## src/hw/rtl/radix_fraction_converter_assert.svh

```systemverilog
// assertion macros for the radix fraction converter
// needs a signal named clock and a signal named reset at the point of use
`ifndef RADIX_FRACTION_CONVERTER_ASSERT_SVH
`define RADIX_FRACTION_CONVERTER_ASSERT_SVH

// same-cycle implication, checked outside reset
`define RFC_ASSERT_NOW(label, cond, conseq, msg) \
   label: assert property (@(posedge clock) disable iff (reset) (cond) |-> (conseq)) \
      else $error(msg);

// next-cycle implication, checked outside reset
`define RFC_ASSERT_NEXT(label, cond, conseq, msg) \
   label: assert property (@(posedge clock) disable iff (reset) (cond) |=> (conseq)) \
      else $error(msg);

`endif

```

## src/hw/rtl/rfc_pkg.sv

```systemverilog
// shared constants and helper functions of the radix fraction converter
// no dependencies
package rfc_pkg;

   localparam int INT_W           = 52;
   localparam int NUM_W           = 48;
   localparam int DEN_W           = 49;
   localparam int BASE_W          = 5;
   localparam int CHAR_W          = 8;
   localparam int DIGIT_W         = 4;
   localparam int MAX_CHARS       = 13;
   localparam int FRACTION_DIGITS = 12;
   localparam int DIGIT_SLOTS     = 64;
   localparam int SLOT_W          = $clog2(DIGIT_SLOTS);
   localparam int CNT_W           = SLOT_W + 1;
   localparam int PROD_W          = NUM_W + BASE_W;
   localparam int BIT_W           = $clog2(INT_W);
   localparam int FDIG_W          = $clog2(FRACTION_DIGITS);
   localparam int MUL_STEPS       = BASE_W;
   localparam int QUO_STEPS       = DIGIT_W;

   localparam logic [CHAR_W-1:0] CHAR_POINT    = 8'h2E;
   localparam logic [CHAR_W-1:0] CHAR_ZERO     = 8'h30;
   localparam logic [CHAR_W-1:0] LETTER_OFFSET = 8'd87;

   // register indexes of the csr port
   localparam logic CSR_SOURCE_BASE = 1'b0;
   localparam logic CSR_TARGET_BASE = 1'b1;

   function automatic logic base_ok(input logic [BASE_W-1:0] b);
      return (b >= 5'd2) && (b <= 5'd16);
   endfunction

   // digit value of a character, 31 when it is no digit at all
   function automatic logic [BASE_W-1:0] digit_value(input logic [CHAR_W-1:0] c);
      logic [BASE_W-1:0] d;
      d = 5'd31;
      if (c >= 8'h30 && c <= 8'h39) d = BASE_W'(c - 8'h30);
      else if (c >= 8'h61 && c <= 8'h66) d = BASE_W'(c - 8'h57);
      else if (c >= 8'h41 && c <= 8'h46) d = BASE_W'(c - 8'h37);
      return d;
   endfunction

   function automatic logic [CHAR_W-1:0] digit_char(input logic [DIGIT_W-1:0] d);
      return (d <= 4'd9) ? (CHAR_ZERO + CHAR_W'(d)) : (LETTER_OFFSET + CHAR_W'(d));
   endfunction

endpackage

```

## src/hw/rtl/rfc_ram.sv

```systemverilog
// generic single-port-write ram with registered read
// no dependencies
module rfc_ram #(
   parameter int WIDTH = 4,
   parameter int DEPTH = 64
) (
   input  logic                     clock,
   input  logic                     wr_en,
   input  logic [$clog2(DEPTH)-1:0] wr_addr,
   input  logic [WIDTH-1:0]         wr_data,
   input  logic [$clog2(DEPTH)-1:0] rd_addr,
   output logic [WIDTH-1:0]         rd_data
);

   logic [WIDTH-1:0] mem_ff [DEPTH];
   logic [WIDTH-1:0] rd_data_ff;

   // write port and registered read port
   always_ff @(posedge clock) begin
      if (wr_en) begin
         mem_ff[wr_addr] <= wr_data;
      end
      rd_data_ff <= mem_ff[rd_addr];
   end

   assign rd_data = rd_data_ff;

endmodule

```

## src/hw/rtl/radix_fraction_converter.sv

```systemverilog
// top level of the radix fraction converter: digit accumulation and emission
// depends on rfc_pkg, rfc_ram and radix_fraction_converter_assert.svh
//
// channel   ports                              handshake
// req       req_in_char, req_end_of_number     start && !busy
// rsp       rsp_out_char, rsp_is_last, ...     rsp_strobe, one cycle, no stall
// csr       csr_index, csr_write_data          csr_write_enable
//
// a point or a rejected char is taken in S_IDLE, an accepted digit runs a 5-step shift-add in S_ACC
// end: bit-serial division of the integer (S_IDIV) and a ram write (S_IWR) per integer digit,
// then a ram read (S_IADDR) and an emit (S_IEMIT) per integer digit, S_POINT for the point,
// and per fraction digit 5 multiply steps, 4 quotient steps and an emit
// synchronous reset, no clearing pass; results cannot be stalled
`include "radix_fraction_converter_assert.svh"
module radix_fraction_converter (
   input  logic                        clock,
   input  logic                        reset,
   input  logic                        start,
   output logic                        busy,
   input  logic [rfc_pkg::CHAR_W-1:0]  req_in_char,
   input  logic                        req_end_of_number,
   output logic                        rsp_strobe,
   output logic [rfc_pkg::CHAR_W-1:0]  rsp_out_char,
   output logic                        rsp_is_last,
   output logic                        rsp_bad_input,
   input  logic                        csr_write_enable,
   input  logic                        csr_index,
   input  logic [rfc_pkg::BASE_W-1:0]  csr_write_data
);
   import rfc_pkg::*;

   localparam logic [3:0] S_IDLE  = 4'd0;
   localparam logic [3:0] S_ACC   = 4'd1;
   localparam logic [3:0] S_END   = 4'd2;
   localparam logic [3:0] S_IDIV  = 4'd3;
   localparam logic [3:0] S_IWR   = 4'd4;
   localparam logic [3:0] S_IADDR = 4'd5;
   localparam logic [3:0] S_IEMIT = 4'd6;
   localparam logic [3:0] S_POINT = 4'd7;
   localparam logic [3:0] S_FMUL  = 4'd8;
   localparam logic [3:0] S_FDIV  = 4'd9;
   localparam logic [3:0] S_FEMIT = 4'd10;

   logic [3:0]         state_ff, state_in;
   logic [BASE_W-1:0]  source_base_ff, target_base_ff;
   logic [INT_W-1:0]   int_ff, int_in;
   logic [NUM_W-1:0]   num_ff, num_in;
   logic [DEN_W-1:0]   den_ff, den_in;
   logic [1:0]         point_count_ff, point_count_in;
   logic [3:0]         char_count_ff, char_count_in;
   logic               first_point_ff, first_point_in;
   logic               prev_point_ff, prev_point_in;
   logic               invalid_ff, invalid_in;
   logic               end_ff, end_in;
   logic [BASE_W-1:0]  sb_ff, sb_in;
   logic               frac_sel_ff, frac_sel_in;
   logic [PROD_W-1:0]  acc_ff, acc_in;
   logic [PROD_W-1:0]  mc_ff, mc_in;
   logic [DEN_W-1:0]   dacc_ff, dacc_in;
   logic [DEN_W-1:0]   dmc_ff, dmc_in;
   logic [BASE_W-1:0]  mul_ff, mul_in;
   logic [2:0]         step_ff, step_in;
   logic [DIGIT_W-1:0] rem_ff, rem_in;
   logic [BIT_W-1:0]   bit_ff, bit_in;
   logic [CNT_W-1:0]   cnt_ff, cnt_in;
   logic [FDIG_W-1:0]  fdig_ff, fdig_in;
   logic [DIGIT_W-1:0] quo_ff, quo_in;

   logic               accept;
   logic [BASE_W-1:0]  in_digit;
   logic [PROD_W-1:0]  acc_add;
   logic [DEN_W-1:0]   dacc_add;
   logic [BASE_W-1:0]  div_part;
   logic               div_ge;
   logic               quo_ge;
   logic               bad_number;
   logic [CNT_W-1:0]   cnt_next;
   logic               ram_wr_en;
   logic [DIGIT_W-1:0] ram_rd_data;

   assign accept   = start && !busy;
   assign busy     = (state_ff != S_IDLE);
   assign in_digit = digit_value(req_in_char);

   // shift-add step, integer/numerator and denominator side by side
   assign acc_add  = mul_ff[0] ? (acc_ff + mc_ff) : acc_ff;
   assign dacc_add = mul_ff[0] ? (dacc_ff + dmc_ff) : dacc_ff;

   // one bit of the restoring division by the target base
   assign div_part = {rem_ff, int_ff[INT_W-1]};
   assign div_ge   = (div_part >= target_base_ff);
   assign quo_ge   = (acc_ff >= mc_ff);
   assign cnt_next = cnt_ff + CNT_W'(1);

   assign bad_number = invalid_ff || (point_count_ff > 2'd1) || first_point_ff ||
                       prev_point_ff || (char_count_ff == 4'd0) || !base_ok(sb_ff) ||
                       !base_ok(target_base_ff) || (den_ff == '0);

   assign ram_wr_en = (state_ff == S_IWR);

   rfc_ram #(
      .WIDTH (DIGIT_W),
      .DEPTH (DIGIT_SLOTS)
   ) u_digit_ram (
      .clock   (clock),
      .wr_en   (ram_wr_en),
      .wr_addr (cnt_ff[SLOT_W-1:0]),
      .wr_data (rem_ff),
      .rd_addr (SLOT_W'(cnt_ff - CNT_W'(1))),
      .rd_data (ram_rd_data)
   );

   // sequencer and result word
   always_comb begin
      state_in       = state_ff;
      int_in         = int_ff;
      num_in         = num_ff;
      den_in         = den_ff;
      point_count_in = point_count_ff;
      char_count_in  = char_count_ff;
      first_point_in = first_point_ff;
      prev_point_in  = prev_point_ff;
      invalid_in     = invalid_ff;
      end_in         = end_ff;
      sb_in          = sb_ff;
      frac_sel_in    = frac_sel_ff;
      acc_in         = acc_ff;
      mc_in          = mc_ff;
      dacc_in        = dacc_ff;
      dmc_in         = dmc_ff;
      mul_in         = mul_ff;
      step_in        = step_ff;
      rem_in         = rem_ff;
      bit_in         = bit_ff;
      cnt_in         = cnt_ff;
      fdig_in        = fdig_ff;
      quo_in         = quo_ff;
      rsp_strobe     = 1'b0;
      rsp_out_char   = '0;
      rsp_is_last    = 1'b0;
      rsp_bad_input  = 1'b0;

      case (state_ff)
         S_IDLE: begin
            if (accept) begin
               end_in      = req_end_of_number;
               sb_in       = source_base_ff;
               frac_sel_in = (point_count_ff == 2'd1);
               acc_in      = PROD_W'(in_digit[DIGIT_W-1:0]);
               mc_in       = (point_count_ff == 2'd1) ? PROD_W'(num_ff) : PROD_W'(int_ff);
               dacc_in     = '0;
               dmc_in      = den_ff;
               mul_in      = source_base_ff;
               step_in     = '0;
               state_in    = req_end_of_number ? S_END : S_IDLE;
               if (char_count_ff >= 4'(MAX_CHARS)) begin
                  invalid_in = 1'b1;
               end else begin
                  if (req_in_char == CHAR_POINT) begin
                     if (point_count_ff != 2'd3) point_count_in = point_count_ff + 2'd1;
                     if (char_count_ff == 4'd0) first_point_in = 1'b1;
                     prev_point_in = 1'b1;
                  end else begin
                     prev_point_in = 1'b0;
                     if (!base_ok(source_base_ff) || (in_digit >= source_base_ff)) begin
                        invalid_in = 1'b1;
                     end else if (point_count_ff <= 2'd1) begin
                        state_in = S_ACC;
                     end
                  end
                  if (char_count_ff != 4'd15) char_count_in = char_count_ff + 4'd1;
               end
            end
         end

         S_ACC: begin
            acc_in  = acc_add;
            dacc_in = dacc_add;
            mc_in   = {mc_ff[PROD_W-2:0], 1'b0};
            dmc_in  = {dmc_ff[DEN_W-2:0], 1'b0};
            mul_in  = mul_ff >> 1;
            step_in = step_ff + 3'd1;
            if (step_ff == 3'(MUL_STEPS - 1)) begin
               if (frac_sel_ff) begin
                  num_in = acc_add[NUM_W-1:0];
                  den_in = dacc_add;
               end else begin
                  int_in = acc_add[INT_W-1:0];
               end
               state_in = end_ff ? S_END : S_IDLE;
            end
         end

         S_END: begin
            rem_in = '0;
            bit_in = '0;
            cnt_in = '0;
            if (bad_number) begin
               rsp_strobe     = 1'b1;
               rsp_is_last    = 1'b1;
               rsp_bad_input  = 1'b1;
               int_in         = '0;
               num_in         = '0;
               den_in         = DEN_W'(1);
               point_count_in = '0;
               char_count_in  = '0;
               first_point_in = 1'b0;
               prev_point_in  = 1'b0;
               invalid_in     = 1'b0;
               state_in       = S_IDLE;
            end else begin
               state_in = S_IDIV;
            end
         end

         S_IDIV: begin
            rem_in = div_ge ? DIGIT_W'(div_part - target_base_ff) : div_part[DIGIT_W-1:0];
            int_in = {int_ff[INT_W-2:0], div_ge};
            bit_in = bit_ff + BIT_W'(1);
            if (bit_ff == BIT_W'(INT_W - 1)) state_in = S_IWR;
         end

         S_IWR: begin
            cnt_in = cnt_next;
            rem_in = '0;
            bit_in = '0;
            if ((int_ff != '0) && (cnt_next < CNT_W'(DIGIT_SLOTS))) state_in = S_IDIV;
            else state_in = S_IADDR;
         end

         S_IADDR: begin
            cnt_in   = cnt_ff - CNT_W'(1);
            state_in = S_IEMIT;
         end

         S_IEMIT: begin
            rsp_strobe   = 1'b1;
            rsp_out_char = digit_char(ram_rd_data);
            rsp_is_last  = (cnt_ff == '0) && (num_ff == '0);
            if (cnt_ff != '0) begin
               state_in = S_IADDR;
            end else if (num_ff != '0) begin
               state_in = S_POINT;
            end else begin
               int_in         = '0;
               den_in         = DEN_W'(1);
               point_count_in = '0;
               char_count_in  = '0;
               first_point_in = 1'b0;
               prev_point_in  = 1'b0;
               invalid_in     = 1'b0;
               state_in       = S_IDLE;
            end
         end

         S_POINT: begin
            rsp_strobe   = 1'b1;
            rsp_out_char = CHAR_POINT;
            acc_in       = '0;
            mc_in        = PROD_W'(num_ff);
            mul_in       = target_base_ff;
            step_in      = '0;
            fdig_in      = '0;
            state_in     = S_FMUL;
         end

         S_FMUL: begin
            acc_in  = acc_add;
            mc_in   = {mc_ff[PROD_W-2:0], 1'b0};
            mul_in  = mul_ff >> 1;
            step_in = step_ff + 3'd1;
            if (step_ff == 3'(MUL_STEPS - 1)) begin
               mc_in    = PROD_W'(den_ff) << (QUO_STEPS - 1);
               step_in  = '0;
               state_in = S_FDIV;
            end
         end

         S_FDIV: begin
            if (quo_ge) acc_in = acc_ff - mc_ff;
            quo_in  = {quo_ff[DIGIT_W-2:0], quo_ge};
            mc_in   = mc_ff >> 1;
            step_in = step_ff + 3'd1;
            if (step_ff == 3'(QUO_STEPS - 1)) state_in = S_FEMIT;
         end

         S_FEMIT: begin
            rsp_strobe   = 1'b1;
            rsp_out_char = digit_char(quo_ff);
            rsp_is_last  = (fdig_ff == FDIG_W'(FRACTION_DIGITS - 1));
            num_in       = acc_ff[NUM_W-1:0];
            fdig_in      = fdig_ff + FDIG_W'(1);
            acc_in       = '0;
            mc_in        = PROD_W'(acc_ff[NUM_W-1:0]);
            mul_in       = target_base_ff;
            step_in      = '0;
            if (fdig_ff == FDIG_W'(FRACTION_DIGITS - 1)) begin
               int_in         = '0;
               num_in         = '0;
               den_in         = DEN_W'(1);
               point_count_in = '0;
               char_count_in  = '0;
               first_point_in = 1'b0;
               prev_point_in  = 1'b0;
               invalid_in     = 1'b0;
               state_in       = S_IDLE;
            end else begin
               state_in = S_FMUL;
            end
         end

         default: begin
            state_in = S_IDLE;
         end
      endcase
   end

   // control state and number state
   always_ff @(posedge clock) begin
      if (reset) begin
         state_ff       <= S_IDLE;
         source_base_ff <= 5'd10;
         target_base_ff <= 5'd2;
         int_ff         <= '0;
         num_ff         <= '0;
         den_ff         <= DEN_W'(1);
         point_count_ff <= '0;
         char_count_ff  <= '0;
         first_point_ff <= 1'b0;
         prev_point_ff  <= 1'b0;
         invalid_ff     <= 1'b0;
      end else begin
         state_ff       <= state_in;
         int_ff         <= int_in;
         num_ff         <= num_in;
         den_ff         <= den_in;
         point_count_ff <= point_count_in;
         char_count_ff  <= char_count_in;
         first_point_ff <= first_point_in;
         prev_point_ff  <= prev_point_in;
         invalid_ff     <= invalid_in;
         if (csr_write_enable && (csr_index == CSR_SOURCE_BASE)) source_base_ff <= csr_write_data;
         if (csr_write_enable && (csr_index == CSR_TARGET_BASE)) target_base_ff <= csr_write_data;
      end
   end

   // datapath registers
   always_ff @(posedge clock) begin
      end_ff      <= end_in;
      sb_ff       <= sb_in;
      frac_sel_ff <= frac_sel_in;
      acc_ff      <= acc_in;
      mc_ff       <= mc_in;
      dacc_ff     <= dacc_in;
      dmc_ff      <= dmc_in;
      mul_ff      <= mul_in;
      step_ff     <= step_in;
      rem_ff      <= rem_in;
      bit_ff      <= bit_in;
      cnt_ff      <= cnt_in;
      fdig_ff     <= fdig_in;
      quo_ff      <= quo_in;
   end

   // checks
   `RFC_ASSERT_NOW(a_strobe_busy, rsp_strobe, busy, "result word outside a conversion")
   `RFC_ASSERT_NOW(a_bad_word, rsp_strobe && rsp_bad_input, rsp_is_last && (rsp_out_char == '0), "bad-input word malformed")
   `RFC_ASSERT_NEXT(a_last_idle, rsp_strobe && rsp_is_last, !busy && (char_count_ff == 4'd0), "no idle after last word")
   `RFC_ASSERT_NOW(a_frac_below, (state_ff == S_FEMIT), (quo_ff < target_base_ff), "fraction digit not below base")

endmodule
```

## config.mk

```make
export PLATFORM = sky130hd
export DESIGN_NAME = radix_fraction_converter
export DESIGN_NICKNAME = d
export VERILOG_FILES = /design/src/hw/rtl/rfc_pkg.sv /design/src/hw/rtl/rfc_ram.sv /design/src/hw/rtl/radix_fraction_converter.sv
export VERILOG_INCLUDE_DIRS = /design/src /design/src/hw/rtl
export SDC_FILE = /design/constraint.sdc
export NUM_CORES = 2
export LEC_CHECK = 0
export BUFFER_PORTS_ARGS = -buffer_cell sky130_fd_sc_hd__buf_4
export CELL_PAD_IN_SITES_DETAIL_PLACEMENT = 1
export CELL_PAD_IN_SITES_GLOBAL_PLACEMENT = 1
export CORE_MARGIN = 2
export CORE_UTILIZATION = 50
export DETAILED_ROUTE_END_ITERATION = 6
export PLACE_DENSITY_LB_ADDON = 0.1
export SETUP_SLACK_MARGIN = 0.5
export SLEW_MARGIN = 20
export SYNTH_ARGS = -nofsm -noshare
export SYNTH_HDL_FRONTEND = slang
export SYNTH_HIERARCHICAL = 1
export SYNTH_SLANG_ARGS = --single-unit
```

## constraint.sdc

```tcl
create_clock -name clock -period 6.65 [get_ports clock]
set_clock_uncertainty 0.2 [all_clocks]
set_input_delay 0.3325 -clock clock [delete_from_list [all_inputs] [get_ports clock]]
set_output_delay 0.3325 -clock clock [all_outputs]
set_load 0.02 [all_outputs]
```

==> results.md <==
- The flow ran to the end, but the final reports show violations.
- The final reports fail on DRC.
- The async set-reset flop share out of synthesis is 0%.
- The maximum buffer depth of the clock tree is 3.
- The least setup slack across all paths after layout is 1.46 ns.
- The worst endpoint required time is 6.76 ns.
- The netlist area before placement is 40,200 um^2.
- In this run the static leakage power is 15.9 nW.
- For this block, the routed nets add up to 143 mm of wire.
- In this run the remaining antenna-violating nets after routing total 0.
- The H-tree was split into 3 levels.
- The core footprint is between 80,000 and 90,000 um^2.
- Adding up every negative setup slack in the final design gives 0 ns.
- In the routed design, unresolved DRC markers number 1.
- The TritonCTS clock tree is built.
- The number of synthesized register bits is 676.
- The kind of start point of the critical path is a flop.
- The first-iteration detailed-routing DRC count is 3,539.
- The detail-routed net length per standard cell is 27.8 um.
- At the pin with the least slew margin, the transition time is between 1 and 1.5 ns.
- The share of final-layout standard cells stronger than drive strength 1 is between 8 and 9%.
- The total die area is around 83,000 um^2.
- Cells fill 55.1% of the core in the end.
- The number of antenna violations at the first check in global routing is 3.
- Summing the sequential cell areas from Yosys gives 46.1% of the chip area.
- The min-delay analysis places its worst path in the category input port to flop.
- The net count of the finished layout is 4,233.
- The final hold violation count is 0.
- Compared with the post-synthesis result, the final layout area differs by 9.69%.
- The number of distinct standard cells referenced by the synthesized netlist is 101.
- The pin count of the biggest net entering global routing is roughly 150.
- The type of the setup path with the least slack is flop to flop.
- The cell sitting at the root of the clock tree is a sky130_fd_sc_hd__clkbuf_16.
- Row generation in the floorplan step produced about 100 rows.
- In the synthesized netlist the dominant register cell turns out to be sky130_fd_sc_hd__edfxtp_1.
- Synthesis produced a netlist with a net count of 4,316.
- The average footprint of a synthesized cell is around 9.8 um^2.
- The commonest non-fill, non-tap cell in the layout is sky130_fd_sc_hd__edfxtp_1.
- The number of clock sinks seen by CTS is slightly below 700.
- Post-CTS timing repair inserted 0 buffers for setup.
- The final count of negative-setup-slack endpoints is 0.
- The initial utilization of the core area, before any placement, comes to slightly above 50%.
- By area the synthesized netlist is led by sky130_fd_sc_hd__edfxtp_1 37%, sky130_fd_sc_hd__dfxtp_1 8.8%, sky130_fd_sc_hd__ha_1 5.7%, sky130_fd_sc_hd__nand2_1 4.4%, sky130_fd_sc_hd__nor2_1 3.9%.
- The worst pin sits at a relative slew slack of 14.5%.
- In this run the power density over the cells is 360 nW/um^2.
- The die is 288 um wide.
- Timing analysis after detailed placement gives a worst setup slack of 1.56 ns.
- The number of clock buffers added by TritonCTS is 75.
- Once layout is complete, the cells apart from fillers number roughly 5.1k.
- The register-to-register setup slack is 1.46 ns.
- The number of global-route vias before repair came to 34.9k.
- The average via count per standard cell is 6.63.
- The number of hold buffers added after CTS is 15.
- STA classifies the critical path endpoint as a flop.
- The congestion estimate from routability-driven global placement came to between 0.9 and 1.
- During placement, the flow inserted port buffers numbering 29.
- The total overflow left after global routing is 0.
- Based on the critical path, the design can be clocked at up to 193 MHz.
- Setup repair after global routing left no endpoint under its margin.
- The number of enable flip-flop cells after synthesis is 500.
- The share of synthesized area in the top cell type comes to 37.3%.
- The count of synthesis-stage warnings from yosys is 6.
- Data arrives at the worst endpoint at 5.30 ns.
- Post-CTS repair changed the size of 0 cells.
- The HPWL after detailed placement is between 90 and 100 mm.
- The overall via count from detail_route is 34.1k.
- The first TritonRoute pass finished after 7 iterations.
- Across the run, the number of max-cap violations was 0.
- The final critical path takes up 78.0% of the cycle.
- The die is 288 um tall.
- The overall routing resource usage is approximately a third.
- For the worst-skew pair, the clock arrives at the later sink with an insertion delay of 0.67 ns.
- The cell count after synthesis came out at between 4k and 5k.
- In the layout the commonest cells are 500 x sky130_fd_sc_hd__edfxtp_1, 468 x sky130_fd_sc_hd__nand2_1, 411 x sky130_fd_sc_hd__nor2_1.
- Clock-pin slew was measured on the worst setup and hold paths at 0.06 ns.
- In this run the worst path has a maximum fanout of 32.
- The I/O pin count is 31.
- The count of final max-slew check failures is 0.
- The smallest clock period supported by the final layout is computed as 5.19 ns.
- The largest total area in the synthesized netlist belongs to sky130_fd_sc_hd__edfxtp_1.
- After detailed placement, the design holds a cell count of 4,994.
- The first global-routing pass estimated 218 mm of wire.
- Final hold analysis gives a worst-case slack of 0.0531 ns.
- VDD sags by at most 267 uV.
## Yosys cell counts, drive strengths merged, types with 19 or more instances
cell    instances
or2            23
a221oi         60
nor2          422
o21ai         226
nand2b         31
o22ai          33
clkbuf        204
xor2           37
edfxtp        500
nor3           80
o211ai         37
a21oi         291
nand2         470
xnor2         116
dfxtp         176
nand4          41
a211oi         92
o21a           19
o21bai         36
ha            184
a21o           44
a31oi          35
a222oi         58
or3            19
buf            57
o31ai          19
nor4           56
nor2b          80
nand3          89
mux4           64
a41oi          49
a22oi          20
mux2i          63
inv           175
## critical path, cell delays in order (launching register included)
cell,delay [ns]
sky130_fd_sc_hd__edfxtp_1,0.46
sky130_fd_sc_hd__ha_1,0.50
sky130_fd_sc_hd__o21a_1,0.17
sky130_fd_sc_hd__o31ai_1,0.13
sky130_fd_sc_hd__o41ai_1,0.77
sky130_fd_sc_hd__o21a_1,0.35
sky130_fd_sc_hd__o41ai_1,0.15
sky130_fd_sc_hd__o31a_1,0.32
sky130_fd_sc_hd__o2111a_1,0.27
sky130_fd_sc_hd__a21oi_1,0.28
sky130_fd_sc_hd__a211oi_1,0.19
sky130_fd_sc_hd__nor2_4,0.67
sky130_fd_sc_hd__buf_12,0.35
## worst paths after layout
path	start	end	depth (start not counted)
max	acc_ff[2]$_DFFE_PP_	acc_ff[36]$_DFFE_PP_	12
min reg2reg	invalid_ff$_SDFFE_PP0P_	invalid_ff$_SDFFE_PP0P_	2
max reg2reg	acc_ff[2]$_DFFE_PP_	acc_ff[36]$_DFFE_PP_	12
min	req_in_char[4]	prev_point_ff$_SDFFE_PP0P_	5
## layout make-up
cell class	instances	area [um^2]
clock inverter	40	528
tap	1060	1330
multi-input combinational	2994	20100
sequential	676	18500
inverter	178	671
clock buffer	99	2090
antenna	1	2.50
fill	8781	35900
timing repair buffer	101	833
## power breakdown
part / leakage (nW) / internal, mW / switching [mW]
Combinational: 8.48 / 2.02 / 3.88
Clock: 1.27 / 2.53 / 1.88
Sequential: 6.18 / 5.07 / 0.512
Total: 15.9 / 9.62 / 6.28
## state kept, by name (all words and copies together) (netlist names), 48 cells and up
register / flops
int_ff: 52
mc_ff: 53
acc_ff: 53
dacc_ff: 49
den_ff: 49
u_digit_ram/mem_ff: 256
num_ff: 48
dmc_ff: 49
## cell families after synthesis
kind of cell / after synthesis / synth area share (%)
buffers and inverters: 439 / 4.35
adder cells (fa/ha/maj): 188 / 5.92
multiplexers: 131 / 5.34
AO/OA/AOI/OAI: 1155 / 19.6
XOR/XNOR: 153 / 3.33
flip-flops: 676 / 46.1
AND/OR/NAND/NOR: 1366 / 15.4
other: 1 / 0.00932
## per-layer routing
metal  vias to the layer above  share of wire (%)  GRT usage (%)
met3                       325                6.6           4.61
li1                      15245                  -              -
met5                         -             0.0077              0
met4                         2                5.1           16.7
met1                     17230                 42           45.3
met2                      1316                 47           56.1
## through the flow
| step | cell area (um^2) | power, mW |
|---|---|---|
| after floorplan | 40200 | 9.56 |
| after global placement | 41300 | 11.3 |
| after CTS | 44100 | 15.8 |
| after global routing | 44100 | 16.6 |
| final | 44100 | 15.9 |
| after detailed placement | 41300 | 11.4 |
No activity file was read; power rests on OpenSTA's default activity.
